<file path="src/hw/rtl/imu_pkg.sv">
// Shared widths, codes and reset values for the IMU bias calibration block.
package imu_pkg;

    // Collection takes a gyro sample every SAMPLE_PERIOD_MS-th tick.
    localparam int SAMPLE_PERIOD_MS = 10;
    localparam int PDIV_W = $clog2(SAMPLE_PERIOD_MS + 1);

    // Field and state widths.
    localparam int RAW_W      = 16;
    localparam int RATE_W     = 23;
    localparam int ACC_W      = 25;
    localparam int OFF_W      = 21;
    localparam int GAIN_W     = 16;
    localparam int TIME_W     = 16;
    localparam int SUM_W      = 30;
    localparam int CNT_W      = 13;
    localparam int DVD_W      = 36;
    localparam int STEP_W     = $clog2(DVD_W);
    localparam int PROD_W     = 42;
    localparam int ACC_SHIFT  = 14;
    localparam int CFG_IDX_W  = 8;
    localparam int CFG_DATA_W = 21;
    localparam int AXES       = 3;

    localparam logic [1:0]       LAST_AXIS = 2'(AXES - 1);
    localparam logic [CNT_W-1:0] COUNT_MAX = {CNT_W{1'b1}};

    // Reset values of the configuration registers.
    localparam logic [TIME_W-1:0]       SETTLE_RST  = 16'd5000;
    localparam logic [TIME_W-1:0]       COLLECT_RST = 16'd2500;
    localparam logic signed [OFF_W-1:0] OFF_X_RST   = 21'sd23605;
    localparam logic signed [OFF_W-1:0] OFF_Y_RST   = -21'sd6748;
    localparam logic signed [OFF_W-1:0] OFF_Z_RST   = 21'sd14031;
    localparam logic [GAIN_W-1:0]       GAIN_X_RST  = 16'd16508;
    localparam logic [GAIN_W-1:0]       GAIN_Y_RST  = 16'd16353;
    localparam logic [GAIN_W-1:0]       GAIN_Z_RST  = 16'd16283;

    // Configuration register indexes.
    typedef enum logic [CFG_IDX_W-1:0] {
        REG_SETTLE_MS  = 8'd0,
        REG_COLLECT_MS = 8'd1,
        REG_OFFSET_X   = 8'd2,
        REG_OFFSET_Y   = 8'd3,
        REG_OFFSET_Z   = 8'd4,
        REG_GAIN_X     = 8'd5,
        REG_GAIN_Y     = 8'd6,
        REG_GAIN_Z     = 8'd7
    } cfg_reg_t;

    // Calibration phase as reported on the result word.
    typedef enum logic [1:0] {
        PH_SETTLE  = 2'd0,
        PH_COLLECT = 2'd1,
        PH_CAL     = 2'd2
    } phase_t;

    // Divider status toward the sequencer.
    typedef struct packed {
        logic busy;
        logic done;
    } div_stat_t;

endpackage

</file>
<file path="src/hw/rtl/imu_div.sv">
// Iterative signed divider, one quotient bit per cycle, for the bias average.
module imu_div (
    input  logic                                 aclk,
    input  logic                                 aresetn,
    input  logic                                 start,
    input  logic signed [imu_pkg::DVD_W-1:0]     dividend,
    input  logic        [imu_pkg::CNT_W-1:0]     divisor,
    output imu_pkg::div_stat_t                   stat,
    output logic signed [imu_pkg::RATE_W-1:0]    quotient
);
    import imu_pkg::*;

    logic                run_reg, run_next;
    logic                done_reg, done_next;
    logic [STEP_W-1:0]   step_reg, step_next;
    logic                neg_reg, neg_next;
    logic [DVD_W-1:0]    dvd_reg, dvd_next;
    logic [CNT_W-1:0]    dsr_reg, dsr_next;
    logic [CNT_W-1:0]    rem_reg, rem_next;

    logic [CNT_W:0]      rem_sh;
    logic [CNT_W:0]      rem_sub;
    logic                ge;
    logic [DVD_W-1:0]    abs_dvd;
    logic [RATE_W-1:0]   mag;

    // One restoring step: shift in the next dividend bit, subtract if it fits.
    assign rem_sh  = {rem_reg, dvd_reg[DVD_W-1]};
    assign rem_sub = rem_sh - {1'b0, dsr_reg};
    assign ge      = (rem_sh >= {1'b0, dsr_reg});
    assign abs_dvd = dividend[DVD_W-1] ? DVD_W'(-dividend) : DVD_W'(dividend);

    always_comb begin
        run_next  = run_reg;
        done_next = 1'b0;
        step_next = step_reg;
        neg_next  = neg_reg;
        dvd_next  = dvd_reg;
        dsr_next  = dsr_reg;
        rem_next  = rem_reg;
        if (start) begin
            run_next  = 1'b1;
            step_next = '0;
            neg_next  = dividend[DVD_W-1];
            dvd_next  = abs_dvd;
            dsr_next  = divisor;
            rem_next  = '0;
        end else if (run_reg) begin
            dvd_next  = {dvd_reg[DVD_W-2:0], ge};
            rem_next  = ge ? rem_sub[CNT_W-1:0] : rem_sh[CNT_W-1:0];
            step_next = step_reg + 1'b1;
            if (step_reg == STEP_W'(DVD_W - 1)) begin
                run_next  = 1'b0;
                done_next = 1'b1;
            end
        end
    end

    always_ff @(posedge aclk) begin
        if (!aresetn) begin
            run_reg  <= 1'b0;
            done_reg <= 1'b0;
        end else begin
            run_reg  <= run_next;
            done_reg <= done_next;
        end
        step_reg <= step_next;
        neg_reg  <= neg_next;
        dvd_reg  <= dvd_next;
        dsr_reg  <= dsr_next;
        rem_reg  <= rem_next;
    end

    // The average magnitude always fits the rate width; restore the sign.
    assign mag       = dvd_reg[RATE_W-1:0];
    assign quotient  = neg_reg ? -$signed(mag) : $signed(mag);
    assign stat.busy = run_reg;
    assign stat.done = done_reg;

endmodule

</file>
<file path="src/hw/rtl/imu_corr.sv">
// Accel correction unit: offset, registered gain multiply, floor shift, saturate.
module imu_corr (
    input  logic                               aclk,
    input  logic                               load,
    input  logic signed [imu_pkg::RAW_W-1:0]   raw_accel,
    input  logic signed [imu_pkg::OFF_W-1:0]   offset,
    input  logic        [imu_pkg::GAIN_W-1:0]  gain,
    output logic signed [imu_pkg::ACC_W-1:0]   result
);
    import imu_pkg::*;

    localparam logic signed [PROD_W-1:0] ACC_HI = PROD_W'((2 ** (ACC_W - 1)) - 1);
    localparam logic signed [PROD_W-1:0] ACC_LO = -PROD_W'(2 ** (ACC_W - 1));

    logic signed [ACC_W-1:0]  raw_ext;
    logic signed [ACC_W-1:0]  diff;
    logic signed [PROD_W-1:0] prod_next;
    logic signed [PROD_W-1:0] prod_reg;
    logic signed [PROD_W-1:0] shifted;

    // raw * 244 as 256 - 8 - 4, then remove the offset in micro-g.
    assign raw_ext   = ACC_W'(raw_accel);
    assign diff      = (raw_ext <<< 8) - (raw_ext <<< 3) - (raw_ext <<< 2) - ACC_W'(offset);
    assign prod_next = diff * $signed({1'b0, gain});

    always_ff @(posedge aclk) begin
        if (load) begin
            prod_reg <= prod_next;
        end
    end

    // Arithmetic shift rounds toward minus infinity.
    assign shifted = prod_reg >>> ACC_SHIFT;

    always_comb begin
        if (shifted > ACC_HI) begin
            result = ACC_HI[ACC_W-1:0];
        end else if (shifted < ACC_LO) begin
            result = ACC_LO[ACC_W-1:0];
        end else begin
            result = shifted[ACC_W-1:0];
        end
    end

endmodule

</file>
<file path="src/hw/rtl/imu_bias_calibration_and_correction.sv">
// Top level: tick sequencer, calibration state, shared divider and correction unit.
//
//  channel  dir  ports                       word
//  s_       in   s_tvalid/s_tready/s_tdata   six raw IMU words, one per ms tick
//  m_       out  m_tvalid/m_tready/m_tdata   corrected rates and accels, phase in m_tuser
//  cfg_     in   cfg_wr_en/index/wdata       register write, no handshake
//
// An ordinary tick runs from acceptance through one state update, a load and a
// saturate step in the correction unit for each axis, and a final step that loads
// the result register. The tick that ends the collection window also runs the
// shared 36-step divider once per axis before the correction. Reset is
// synchronous and active low and restores the registers to their defaults. A new
// word is taken while the last result still waits; the sequencer stalls only
// before loading a result over one not yet taken.
module imu_bias_calibration_and_correction (
    input  logic                                aclk,
    input  logic                                aresetn,
    input  logic                                s_tvalid,
    output logic                                s_tready,
    // raw_gyro_x, raw_gyro_y, raw_gyro_z, raw_accel_x, raw_accel_y, raw_accel_z
    input  logic [95:0]                         s_tdata,
    output logic                                m_tvalid,
    input  logic                                m_tready,
    // rate_x, rate_y, rate_z, accel_x, accel_y, accel_z
    output logic [143:0]                        m_tdata,
    // phase
    output logic [1:0]                          m_tuser,
    input  logic                                cfg_wr_en,
    input  logic [imu_pkg::CFG_IDX_W-1:0]       cfg_index,
    input  logic [imu_pkg::CFG_DATA_W-1:0]      cfg_wdata
);
    import imu_pkg::*;

    typedef enum logic [2:0] {
        ST_IDLE,
        ST_UPDATE,
        ST_DIV_START,
        ST_DIV_WAIT,
        ST_CORR,
        ST_SAT,
        ST_DONE
    } state_t;

    localparam logic signed [RATE_W-1:0] RATE_HI = {1'b0, {(RATE_W - 1){1'b1}}};
    localparam logic signed [RATE_W-1:0] RATE_LO = {1'b1, {(RATE_W - 1){1'b0}}};

    // Configuration registers.
    logic [TIME_W-1:0]       settle_reg;
    logic [TIME_W-1:0]       collect_reg;
    logic signed [OFF_W-1:0] off_reg [AXES];
    logic [GAIN_W-1:0]       gain_reg [AXES];

    // Sequencer and calibration state.
    state_t                  state_reg, state_next;
    phase_t                  phase_reg, phase_next;
    logic [TIME_W-1:0]       ticks_reg, ticks_next;
    logic [PDIV_W-1:0]       pdiv_reg, pdiv_next;
    logic signed [SUM_W-1:0] sum_reg [AXES];
    logic signed [SUM_W-1:0] sum_next [AXES];
    logic [CNT_W-1:0]        count_reg, count_next;
    logic signed [RATE_W-1:0] bias_reg [AXES];
    logic signed [RATE_W-1:0] bias_next [AXES];
    logic [1:0]              axis_reg, axis_next;

    // Captured input word and per-axis results.
    logic signed [RAW_W-1:0] gyro_reg [AXES];
    logic signed [RAW_W-1:0] acc_raw_reg [AXES];
    logic signed [RATE_W-1:0] rate_res_reg [AXES];
    logic signed [RATE_W-1:0] rate_res_next [AXES];
    logic signed [ACC_W-1:0] acc_res_reg [AXES];
    logic signed [ACC_W-1:0] acc_res_next [AXES];

    // Output register.
    logic                    m_tvalid_reg, m_tvalid_next;
    logic [143:0]            m_tdata_reg, m_tdata_next;
    logic [1:0]              m_tuser_reg, m_tuser_next;

    // Phase update terms.
    logic                    enter;
    logic                    in_coll;
    logic                    finish;
    logic                    take;
    logic [TIME_W-1:0]       t1;
    logic [PDIV_W-1:0]       d1;

    // Shared units.
    logic                    div_start;
    logic signed [DVD_W-1:0] div_dvd;
    logic signed [DVD_W-1:0] sum_ext;
    div_stat_t               div_stat;
    logic signed [RATE_W-1:0] div_q;
    logic                    corr_load;
    logic signed [ACC_W-1:0] corr_res;

    // Gyro rate of the current axis.
    logic signed [RATE_W:0]  g_ext;
    logic signed [RATE_W:0]  rate_diff;
    logic signed [RATE_W-1:0] rate_sat;

    // Register writes; indexes beyond the list are ignored.
    always_ff @(posedge aclk) begin
        if (!aresetn) begin
            settle_reg  <= SETTLE_RST;
            collect_reg <= COLLECT_RST;
            off_reg[0]  <= OFF_X_RST;
            off_reg[1]  <= OFF_Y_RST;
            off_reg[2]  <= OFF_Z_RST;
            gain_reg[0] <= GAIN_X_RST;
            gain_reg[1] <= GAIN_Y_RST;
            gain_reg[2] <= GAIN_Z_RST;
        end else if (cfg_wr_en) begin
            unique case (cfg_index)
                REG_SETTLE_MS:  settle_reg  <= cfg_wdata[TIME_W-1:0];
                REG_COLLECT_MS: collect_reg <= cfg_wdata[TIME_W-1:0];
                REG_OFFSET_X:   off_reg[0]  <= $signed(cfg_wdata[OFF_W-1:0]);
                REG_OFFSET_Y:   off_reg[1]  <= $signed(cfg_wdata[OFF_W-1:0]);
                REG_OFFSET_Z:   off_reg[2]  <= $signed(cfg_wdata[OFF_W-1:0]);
                REG_GAIN_X:     gain_reg[0] <= cfg_wdata[GAIN_W-1:0];
                REG_GAIN_Y:     gain_reg[1] <= cfg_wdata[GAIN_W-1:0];
                REG_GAIN_Z:     gain_reg[2] <= cfg_wdata[GAIN_W-1:0];
                default: ;
            endcase
        end
    end

    // Settling ends on this tick when the wait is used up; the same tick then
    // counts as a collecting tick.
    assign enter   = (phase_reg == PH_SETTLE) && (ticks_reg >= settle_reg);
    assign in_coll = (phase_reg == PH_COLLECT) || enter;
    assign t1      = enter ? '0 : ticks_reg;
    assign d1      = enter ? '0 : pdiv_reg;
    assign finish  = in_coll && (t1 >= collect_reg);
    assign take    = in_coll && !finish && (t1 != '0) && (d1 == '0) &&
                     (count_reg != COUNT_MAX);

    // Dividend is sum * 70, built as 64 + 4 + 2.
    assign sum_ext = DVD_W'(sum_reg[axis_reg]);
    assign div_dvd = (sum_ext <<< 6) + (sum_ext <<< 2) + (sum_ext <<< 1);

    imu_div u_div (
        .aclk     (aclk),
        .aresetn  (aresetn),
        .start    (div_start),
        .dividend (div_dvd),
        .divisor  (count_reg),
        .stat     (div_stat),
        .quotient (div_q)
    );

    imu_corr u_corr (
        .aclk      (aclk),
        .load      (corr_load),
        .raw_accel (acc_raw_reg[axis_reg]),
        .offset    (off_reg[axis_reg]),
        .gain      (gain_reg[axis_reg]),
        .result    (corr_res)
    );

    // Gyro in millidegrees per second minus bias, saturated.
    assign g_ext     = (RATE_W + 1)'(gyro_reg[axis_reg]);
    assign rate_diff = (g_ext <<< 6) + (g_ext <<< 2) + (g_ext <<< 1) -
                       (RATE_W + 1)'(bias_reg[axis_reg]);

    always_comb begin
        if (rate_diff[RATE_W] != rate_diff[RATE_W-1]) begin
            rate_sat = rate_diff[RATE_W] ? RATE_LO : RATE_HI;
        end else begin
            rate_sat = rate_diff[RATE_W-1:0];
        end
    end

    // Sequencer.
    always_comb begin
        state_next    = state_reg;
        phase_next    = phase_reg;
        ticks_next    = ticks_reg;
        pdiv_next     = pdiv_reg;
        count_next    = count_reg;
        axis_next     = axis_reg;
        sum_next      = sum_reg;
        bias_next     = bias_reg;
        rate_res_next = rate_res_reg;
        acc_res_next  = acc_res_reg;
        m_tvalid_next = m_tvalid_reg && !m_tready;
        m_tdata_next  = m_tdata_reg;
        m_tuser_next  = m_tuser_reg;
        div_start     = 1'b0;
        corr_load     = 1'b0;

        unique case (state_reg)
            ST_IDLE: begin
                if (s_tvalid) begin
                    state_next = ST_UPDATE;
                end
            end
            ST_UPDATE: begin
                axis_next  = '0;
                state_next = ST_CORR;
                if ((phase_reg == PH_SETTLE) && !enter) begin
                    ticks_next = ticks_reg + 1'b1;
                end
                if (in_coll) begin
                    if (finish) begin
                        phase_next = PH_CAL;
                        // With no samples the biases stay at zero.
                        if (count_reg != '0) begin
                            state_next = ST_DIV_START;
                        end
                    end else begin
                        phase_next = PH_COLLECT;
                        ticks_next = t1 + 1'b1;
                        pdiv_next  = (d1 == PDIV_W'(SAMPLE_PERIOD_MS - 1)) ? '0 : d1 + 1'b1;
                        if (take) begin
                            for (int i = 0; i < AXES; i++) begin
                                sum_next[i] = sum_reg[i] + SUM_W'(gyro_reg[i]);
                            end
                            count_next = count_reg + 1'b1;
                        end
                    end
                end
            end
            ST_DIV_START: begin
                div_start  = 1'b1;
                state_next = ST_DIV_WAIT;
            end
            ST_DIV_WAIT: begin
                if (div_stat.done) begin
                    bias_next[axis_reg] = div_q;
                    if (axis_reg == LAST_AXIS) begin
                        axis_next  = '0;
                        state_next = ST_CORR;
                    end else begin
                        axis_next  = axis_reg + 1'b1;
                        state_next = ST_DIV_START;
                    end
                end
            end
            ST_CORR: begin
                corr_load  = 1'b1;
                state_next = ST_SAT;
            end
            ST_SAT: begin
                rate_res_next[axis_reg] = rate_sat;
                acc_res_next[axis_reg]  = corr_res;
                if (axis_reg == LAST_AXIS) begin
                    state_next = ST_DONE;
                end else begin
                    axis_next  = axis_reg + 1'b1;
                    state_next = ST_CORR;
                end
            end
            ST_DONE: begin
                if (!m_tvalid_reg || m_tready) begin
                    m_tvalid_next = 1'b1;
                    m_tdata_next  = {acc_res_reg[2], acc_res_reg[1], acc_res_reg[0],
                                     rate_res_reg[2], rate_res_reg[1], rate_res_reg[0]};
                    m_tuser_next  = phase_reg;
                    state_next    = ST_IDLE;
                end
            end
            default: state_next = ST_IDLE;
        endcase
    end

    always_ff @(posedge aclk) begin
        if (!aresetn) begin
            state_reg    <= ST_IDLE;
            phase_reg    <= PH_SETTLE;
            ticks_reg    <= '0;
            pdiv_reg     <= '0;
            count_reg    <= '0;
            axis_reg     <= '0;
            m_tvalid_reg <= 1'b0;
            for (int i = 0; i < AXES; i++) begin
                sum_reg[i]  <= '0;
                bias_reg[i] <= '0;
            end
        end else begin
            state_reg    <= state_next;
            phase_reg    <= phase_next;
            ticks_reg    <= ticks_next;
            pdiv_reg     <= pdiv_next;
            count_reg    <= count_next;
            axis_reg     <= axis_next;
            m_tvalid_reg <= m_tvalid_next;
            sum_reg      <= sum_next;
            bias_reg     <= bias_next;
        end
        rate_res_reg <= rate_res_next;
        acc_res_reg  <= acc_res_next;
        m_tdata_reg  <= m_tdata_next;
        m_tuser_reg  <= m_tuser_next;
        // Capture the input word when it is accepted.
        if (s_tvalid && s_tready) begin
            for (int i = 0; i < AXES; i++) begin
                gyro_reg[i]    <= $signed(s_tdata[i*RAW_W +: RAW_W]);
                acc_raw_reg[i] <= $signed(s_tdata[(i + AXES)*RAW_W +: RAW_W]);
            end
        end
    end

    assign s_tready = (state_reg == ST_IDLE);
    assign m_tvalid = m_tvalid_reg;
    assign m_tdata  = m_tdata_reg;
    assign m_tuser  = m_tuser_reg;

`ifndef NO_ASSERTIONS
    // Once calibrated, the block stays calibrated until reset.
    assert property (@(posedge aclk) disable iff (!aresetn)
        (phase_reg == PH_CAL) |=> (phase_reg == PH_CAL))
        else $error("calibrated phase was left");

    // Biases stay zero until the calibrated phase is reached.
    assert property (@(posedge aclk) disable iff (!aresetn)
        (phase_reg != PH_CAL) |->
        (bias_reg[0] == '0 && bias_reg[1] == '0 && bias_reg[2] == '0))
        else $error("bias changed before calibration");

    // The sample count moves only on the state update of a tick.
    assert property (@(posedge aclk) disable iff (!aresetn)
        (state_reg != ST_UPDATE) |=> $stable(count_reg))
        else $error("sample count changed outside the update step");

    // The divider runs only while the sequencer waits for it.
    assert property (@(posedge aclk) disable iff (!aresetn)
        div_stat.busy |-> (state_reg == ST_DIV_WAIT))
        else $error("divider busy outside the divide wait");

    // A new result word is loaded only from the final sequencer step.
    assert property (@(posedge aclk) disable iff (!aresetn)
        $rose(m_tvalid_reg) |-> $past(state_reg == ST_DONE))
        else $error("result word loaded outside the final step");
`endif

endmodule

</file>
<file path="config.mk">
export PLATFORM = sky130hd
export DESIGN_NAME = imu_bias_calibration_and_correction
export DESIGN_NICKNAME = d
export VERILOG_FILES = /design/src/hw/rtl/imu_pkg.sv /design/src/hw/rtl/imu_div.sv /design/src/hw/rtl/imu_corr.sv /design/src/hw/rtl/imu_bias_calibration_and_correction.sv
export SDC_FILE = /design/constraint.sdc
export NUM_CORES = 2
export LEC_CHECK = 0
export BUFFER_PORTS_ARGS = -buffer_cell sky130_fd_sc_hd__buf_2
export CORE_MARGIN = 8
export CORE_UTILIZATION = 57
export CTS_BUF_LIST = sky130_fd_sc_hd__clkbuf_4 sky130_fd_sc_hd__clkbuf_8 sky130_fd_sc_hd__clkbuf_16
export CTS_CLUSTER_DIAMETER = 100
export DETAILED_ROUTE_END_ITERATION = 6
export GPL_ROUTABILITY_DRIVEN = 0
export PLACE_DENSITY = 0.75
export SETUP_SLACK_MARGIN = 0.1
export SLEW_MARGIN = 15
export SYNTH_ARGS = -nofsm -noshare
export SYNTH_HDL_FRONTEND = slang
export SYNTH_HIERARCHICAL = 1
export SYNTH_SLANG_ARGS = --single-unit
</file>
<file path="constraint.sdc">
create_clock -name aclk -period 9.2 [get_ports aclk]
set_input_delay 0.92 -clock aclk [delete_from_list [all_inputs] [get_ports aclk]]
set_output_delay 0.92 -clock aclk [all_outputs]
set_load 0.01 [all_outputs]
</file>
# Word level (Yosys, flattened, before mapping)
# Memories as Yosys holds them, arrays and structs flattened. A register that Yosys moved wholly into a read port is not among the register bits.
# Cells that the tools add are included.
[word_totals]
inputBits = 130
ff_bits = 635
mem_bits_rw = 207
wordCells = 221
memories = 4
[memory_table]
columns = ["memory", "depth", "width", "read_ports", "rd_ports_with_merged_regs", "wr", "line_no", "source"]
rows = [
  ["off_reg", 3, 21, 1, 1, 3, "imu_bias_calibration_and_correction.sv:50", "logic signed [OFF_W-1:0] off_reg [AXES];"],
  ["acc_raw_reg", 3, 16, 1, 1, 3, "imu_bias_calibration_and_correction.sv:67", "logic signed [RAW_W-1:0] acc_raw_reg [AXES];"],
  ["gain_reg", 3, 16, 1, 1, 3, "imu_bias_calibration_and_correction.sv:51", "logic [GAIN_W-1:0] gain_reg [AXES];"],
  ["gyro_reg", 3, 16, 4, 1, 3, "imu_bias_calibration_and_correction.sv:66", "logic signed [RAW_W-1:0] gyro_reg [AXES];"],
]
[op_classes]
reduce_logical = 34
multipliers = 1
magnitude_cmp = 7
muxes = 91
eq_ne = 23
addsub = 20
bitwise = 10
[ops]
columns = ["operator", "count"]
rows = [
  ["$bwmux W69", 2],
  ["$mux W23", 6],
  ["$mux W16", 7],
  ["$mux W36", 3],
  ["$add A30 B16 Y30", 3],
  ["$bwmux W75", 1],
  ["$mux W25", 3],
  ["$mux W21", 3],
  ["$bmux W30 S2", 1],
  ["$mux W30", 2],
  ["$demux W25 S2", 1],
  ["$bmux W23 S2", 1],
  ["$demux W23 S2", 1],
  ["$mul A25 B17 Y42", 1],
  ["$add A36 B31 Y36", 1],
  ["$add A36 B32 Y36", 1],
  ["$neg A36 Y36", 1],
  ["$mux W1", 35],
  ["$add A16 B1 Y16 const B", 2],
  ["$eq A8 B3 Y1 const B", 4],
  ["$ge A16 B16 Y1", 2],
  ["$gt A28 B25 Y1 const B", 1],
  ["$lt A28 B25 Y1 const B", 1],
  ["$mux W2", 13],
  ["other kinds (51)", 90],
]

# Longest topological paths before layout
[logic_depth]
depth_word = 11
mapped_depth = 42

# Modules after synthesis
# The synthesis kept the hierarchy.
[by_module_without_submodules]
columns = ["module", "cells_each", "seq_area_each_um2", "area_per_inst_um2", "n_inst"]
rows = [
  ["imu_bias_calibration_and_correction", 3333, 19608.8, 36242.3, 1],
  ["imu_corr", 2083, 840.8, 18430.2, 1],
  ["imu_div", 522, 1921.8, 4737.0, 1],
]

# Least setup slack after synthesis
# No wires, ideal clock.
[synth_timing]
kind = "register to register"
start = "register with a tool-made name"
end = "register u_corr.prod_reg[37] (data pin)"
path_stages_with_launch = 37
arrival_ns = 9.898
n_path_buf = 4
slack_ns = -0.956
setup_ns = 0.258
required_time_ns = 8.942
cell_sequence = "dfxtp_1 clkbuf_1 clkbuf_1 clkbuf_1 mux2i_1 o21ai_0 fa_1 inv_1 fa_1 ha_1 a21o_1 a21o_1 a21oi_1 nand2_1 o211ai_1 nand3b_1 a21oi_2 buf_2 mux2_2 fa_1 fa_1 fa_1 inv_1 fa_1 fa_1 inv_1 fa_1 inv_1 ha_1 a21oi_1 o21ai_0 o211ai_1 a221o_1 a21oi_1 a31o_2 a31oi_1 xnor2_1"
[synth_rtl]
columns = ["element", "line_no", "source"]
rows = [
  ["to (signal assigned)", "imu_corr.sv:28", "prod_reg <= prod_next;"],
  ["to (decl)", "imu_corr.sv:18", "logic signed [PROD_W-1:0] prod_reg;"],
]

==> flow_summary.json <==
{
  "holdCritPathClass": "in2reg",
  "r2r_end": "u_corr/prod_reg[37]$_DFFE_PP_",
  "worstHoldStart": "s_tdata[5]",
  "wl_per_cell_um": 18.85,
  "overflow": 0,
  "grt.total_usage_pct": 24.85,
  "port_buffers": 277,
  "min_to": "gyro_reg[0][5]$_DFFE_PP_",
  "fin_crit_ns": 9.362,
  "die_h_um": 338.8,
  "cap_violations": 0,
  "cp.arrival_ns": 9.79,
  "cp_data_required_time_ns": 9.62,
  "syn_avg_cell_area_um2": 10.01,
  "hold_viol_final": 0,
  "vias_per_cell": 5.704,
  "dieWidth_um": 338.8,
  "r2r_cells": 39,
  "outcome": "finished, violations left",
  "setup_ws_ns": -0.1623,
  "drt_iter0_drc": 3550,
  "crit_buf_inv": 11,
  "ant_nets": 0,
  "tritoncts": "yes",
  "nets": 7320,
  "root_buffer": "clkbuf_16",
  "largest_reg_flops": 144,
  "slew_headroom_pct": 22.04,
  "cts_hold_buf": 0,
  "criticalPathCategory": "reg2reg",
  "grt_pass1_wl_um": 234600,
  "cts.sink_count": 830,
  "place_hpwl_um": 107800,
  "holdPathStages": 1,
  "crit_top_cell": "fa_1",
  "drc": 0,
  "fp.dieArea_mm2": 0.1148,
  "cp_top_family": "adder cells",
  "grt_max_degree": 107,
  "crit_path_max_incr_delay_ns": 0.60,
  "synth_area_mm2": 0.05940,
  "clock_skew_ns": 0.04916,
  "cts_buffers": 87,
  "htreeDepth": 3,
  "cpMaxStageDelayCell": "fa_2",
  "rsz0062_at_grt": "true",
  "core-area_mm2": 0.1035,
  "post-route-period-util_pct": 101.8,
  "rows": 118,
  "violations": "setup timing",
  "area_delta_synth_final_pct": 15.03,
  "setup_violations": 11,
  "start_util_pct": 57.40,
  "route.vias.total": 44630,
  "hold-worst-slack_ns": 0.4113,
  "drive_gt1_share_pct": 15.83,
  "cp_max_fo": 8,
  "antenna_found_initial": 6,
  "grt_pass1_vias": 45030,
  "routed_wl_um": 147500,
  "io_pins": 278,
  "slew_viol_final": 0,
  "yosysWarningCount": 6,
  "insertion_delay_ns": 0.68,
  "rrSetupSlack_ns": -0.16,
  "crit_path_end_kind": "flop",
  "first_pass_iters": 6,
  "fin_area_mm2": 0.06833,
  "path_clk_slew_ns": 0.06,
  "synth_cells": 5937,
  "clock_path_buffers": 3,
  "worstMarginPinSlew_ns": 1.169,
  "timing.fmax_mhz": 106.8,
  "place_area_mm2": 0.06388,
  "startpoint_type": "flop"
}
[per-layer routing]
layer / vias to the layer above / track usage (%) / part of all wire [%]
met2: 1513 / 41.98 / 48
li1: 21100 / - / -
met1: 21730 / 32.14 / 41
met3: 289 / 4.727 / 7.0
met5: - / 0 / 0.027
met4: 6 / 8.396 / 3.2
[cell type report]
class / instances / area (µm²)
tap: 1380 / 1727
clock inverter: 54 / 645.6
sequential: 830 / 22380
timing repair buffer: 617 / 4140
clock buffer: 110 / 2446
multi-input combinational: 4163 / 34470
antenna: 2 / 5.005
fill: 7867 / 35170
inverter: 669 / 2520
[through the flow]
step                      std cells  TNS [ns]  setup slack [ns]  util, %
after floorplan                5939         0           0.03695        -
after global placement         7602    -1.001           -0.1676    61.72
after detailed placement       7602    -3.688           -0.3396    61.72
after global routing           7824    -4.641           -0.4101    66.02
after CTS                      7794  -0.03190          -0.03190    65.27
final                          7825    -1.089           -0.1623    66.02
[worst max-delay path by stage]
stage / start / end / depth (start not counted) / slack (ns)
floorplan: flop / u_corr/prod_reg[37]$_DFFE_PP_ / 38 / 0.04
global placement: flop / u_corr/prod_reg[37]$_DFFE_PP_ / 34 / -0.17
finish: flop / u_corr/prod_reg[37]$_DFFE_PP_ / 39 / -0.16
CTS: flop / u_corr/prod_reg[38]$_DFFE_PP_ / 39 / -0.03
global route: flop / u_corr/prod_reg[37]$_DFFE_PP_ / 39 / -0.41
detailed placement: flop / u_corr/prod_reg[37]$_DFFE_PP_ / 32 / -0.34
[cell usage in the layout (no fill, tap or decap), types with 130 or more instances in the layout]
cell type,instances
and2_1,182
edfxtp_1,575
fa_1,464
nand3_1,130
ha_1,329
o21ai_0,213
mux2i_1,142
buf_2,277
nand2_1,808
buf_4,305
dfxtp_1,252
nor2_1,185
a21oi_1,389
inv_1,651
[repair_timing]
action / CTS / global route
buffers inserted: 27 / 27
pin swaps: 76 / 109
cloned: 1 / 2
setup endpoints to repair: 21 / 25
resized for setup: 98 / 107
hold endpoints to repair: 0 / 0
Power is left out: the tool's default activity adds up to more than one toggle a clock period on the data nets, which glitch-free logic cannot reach.
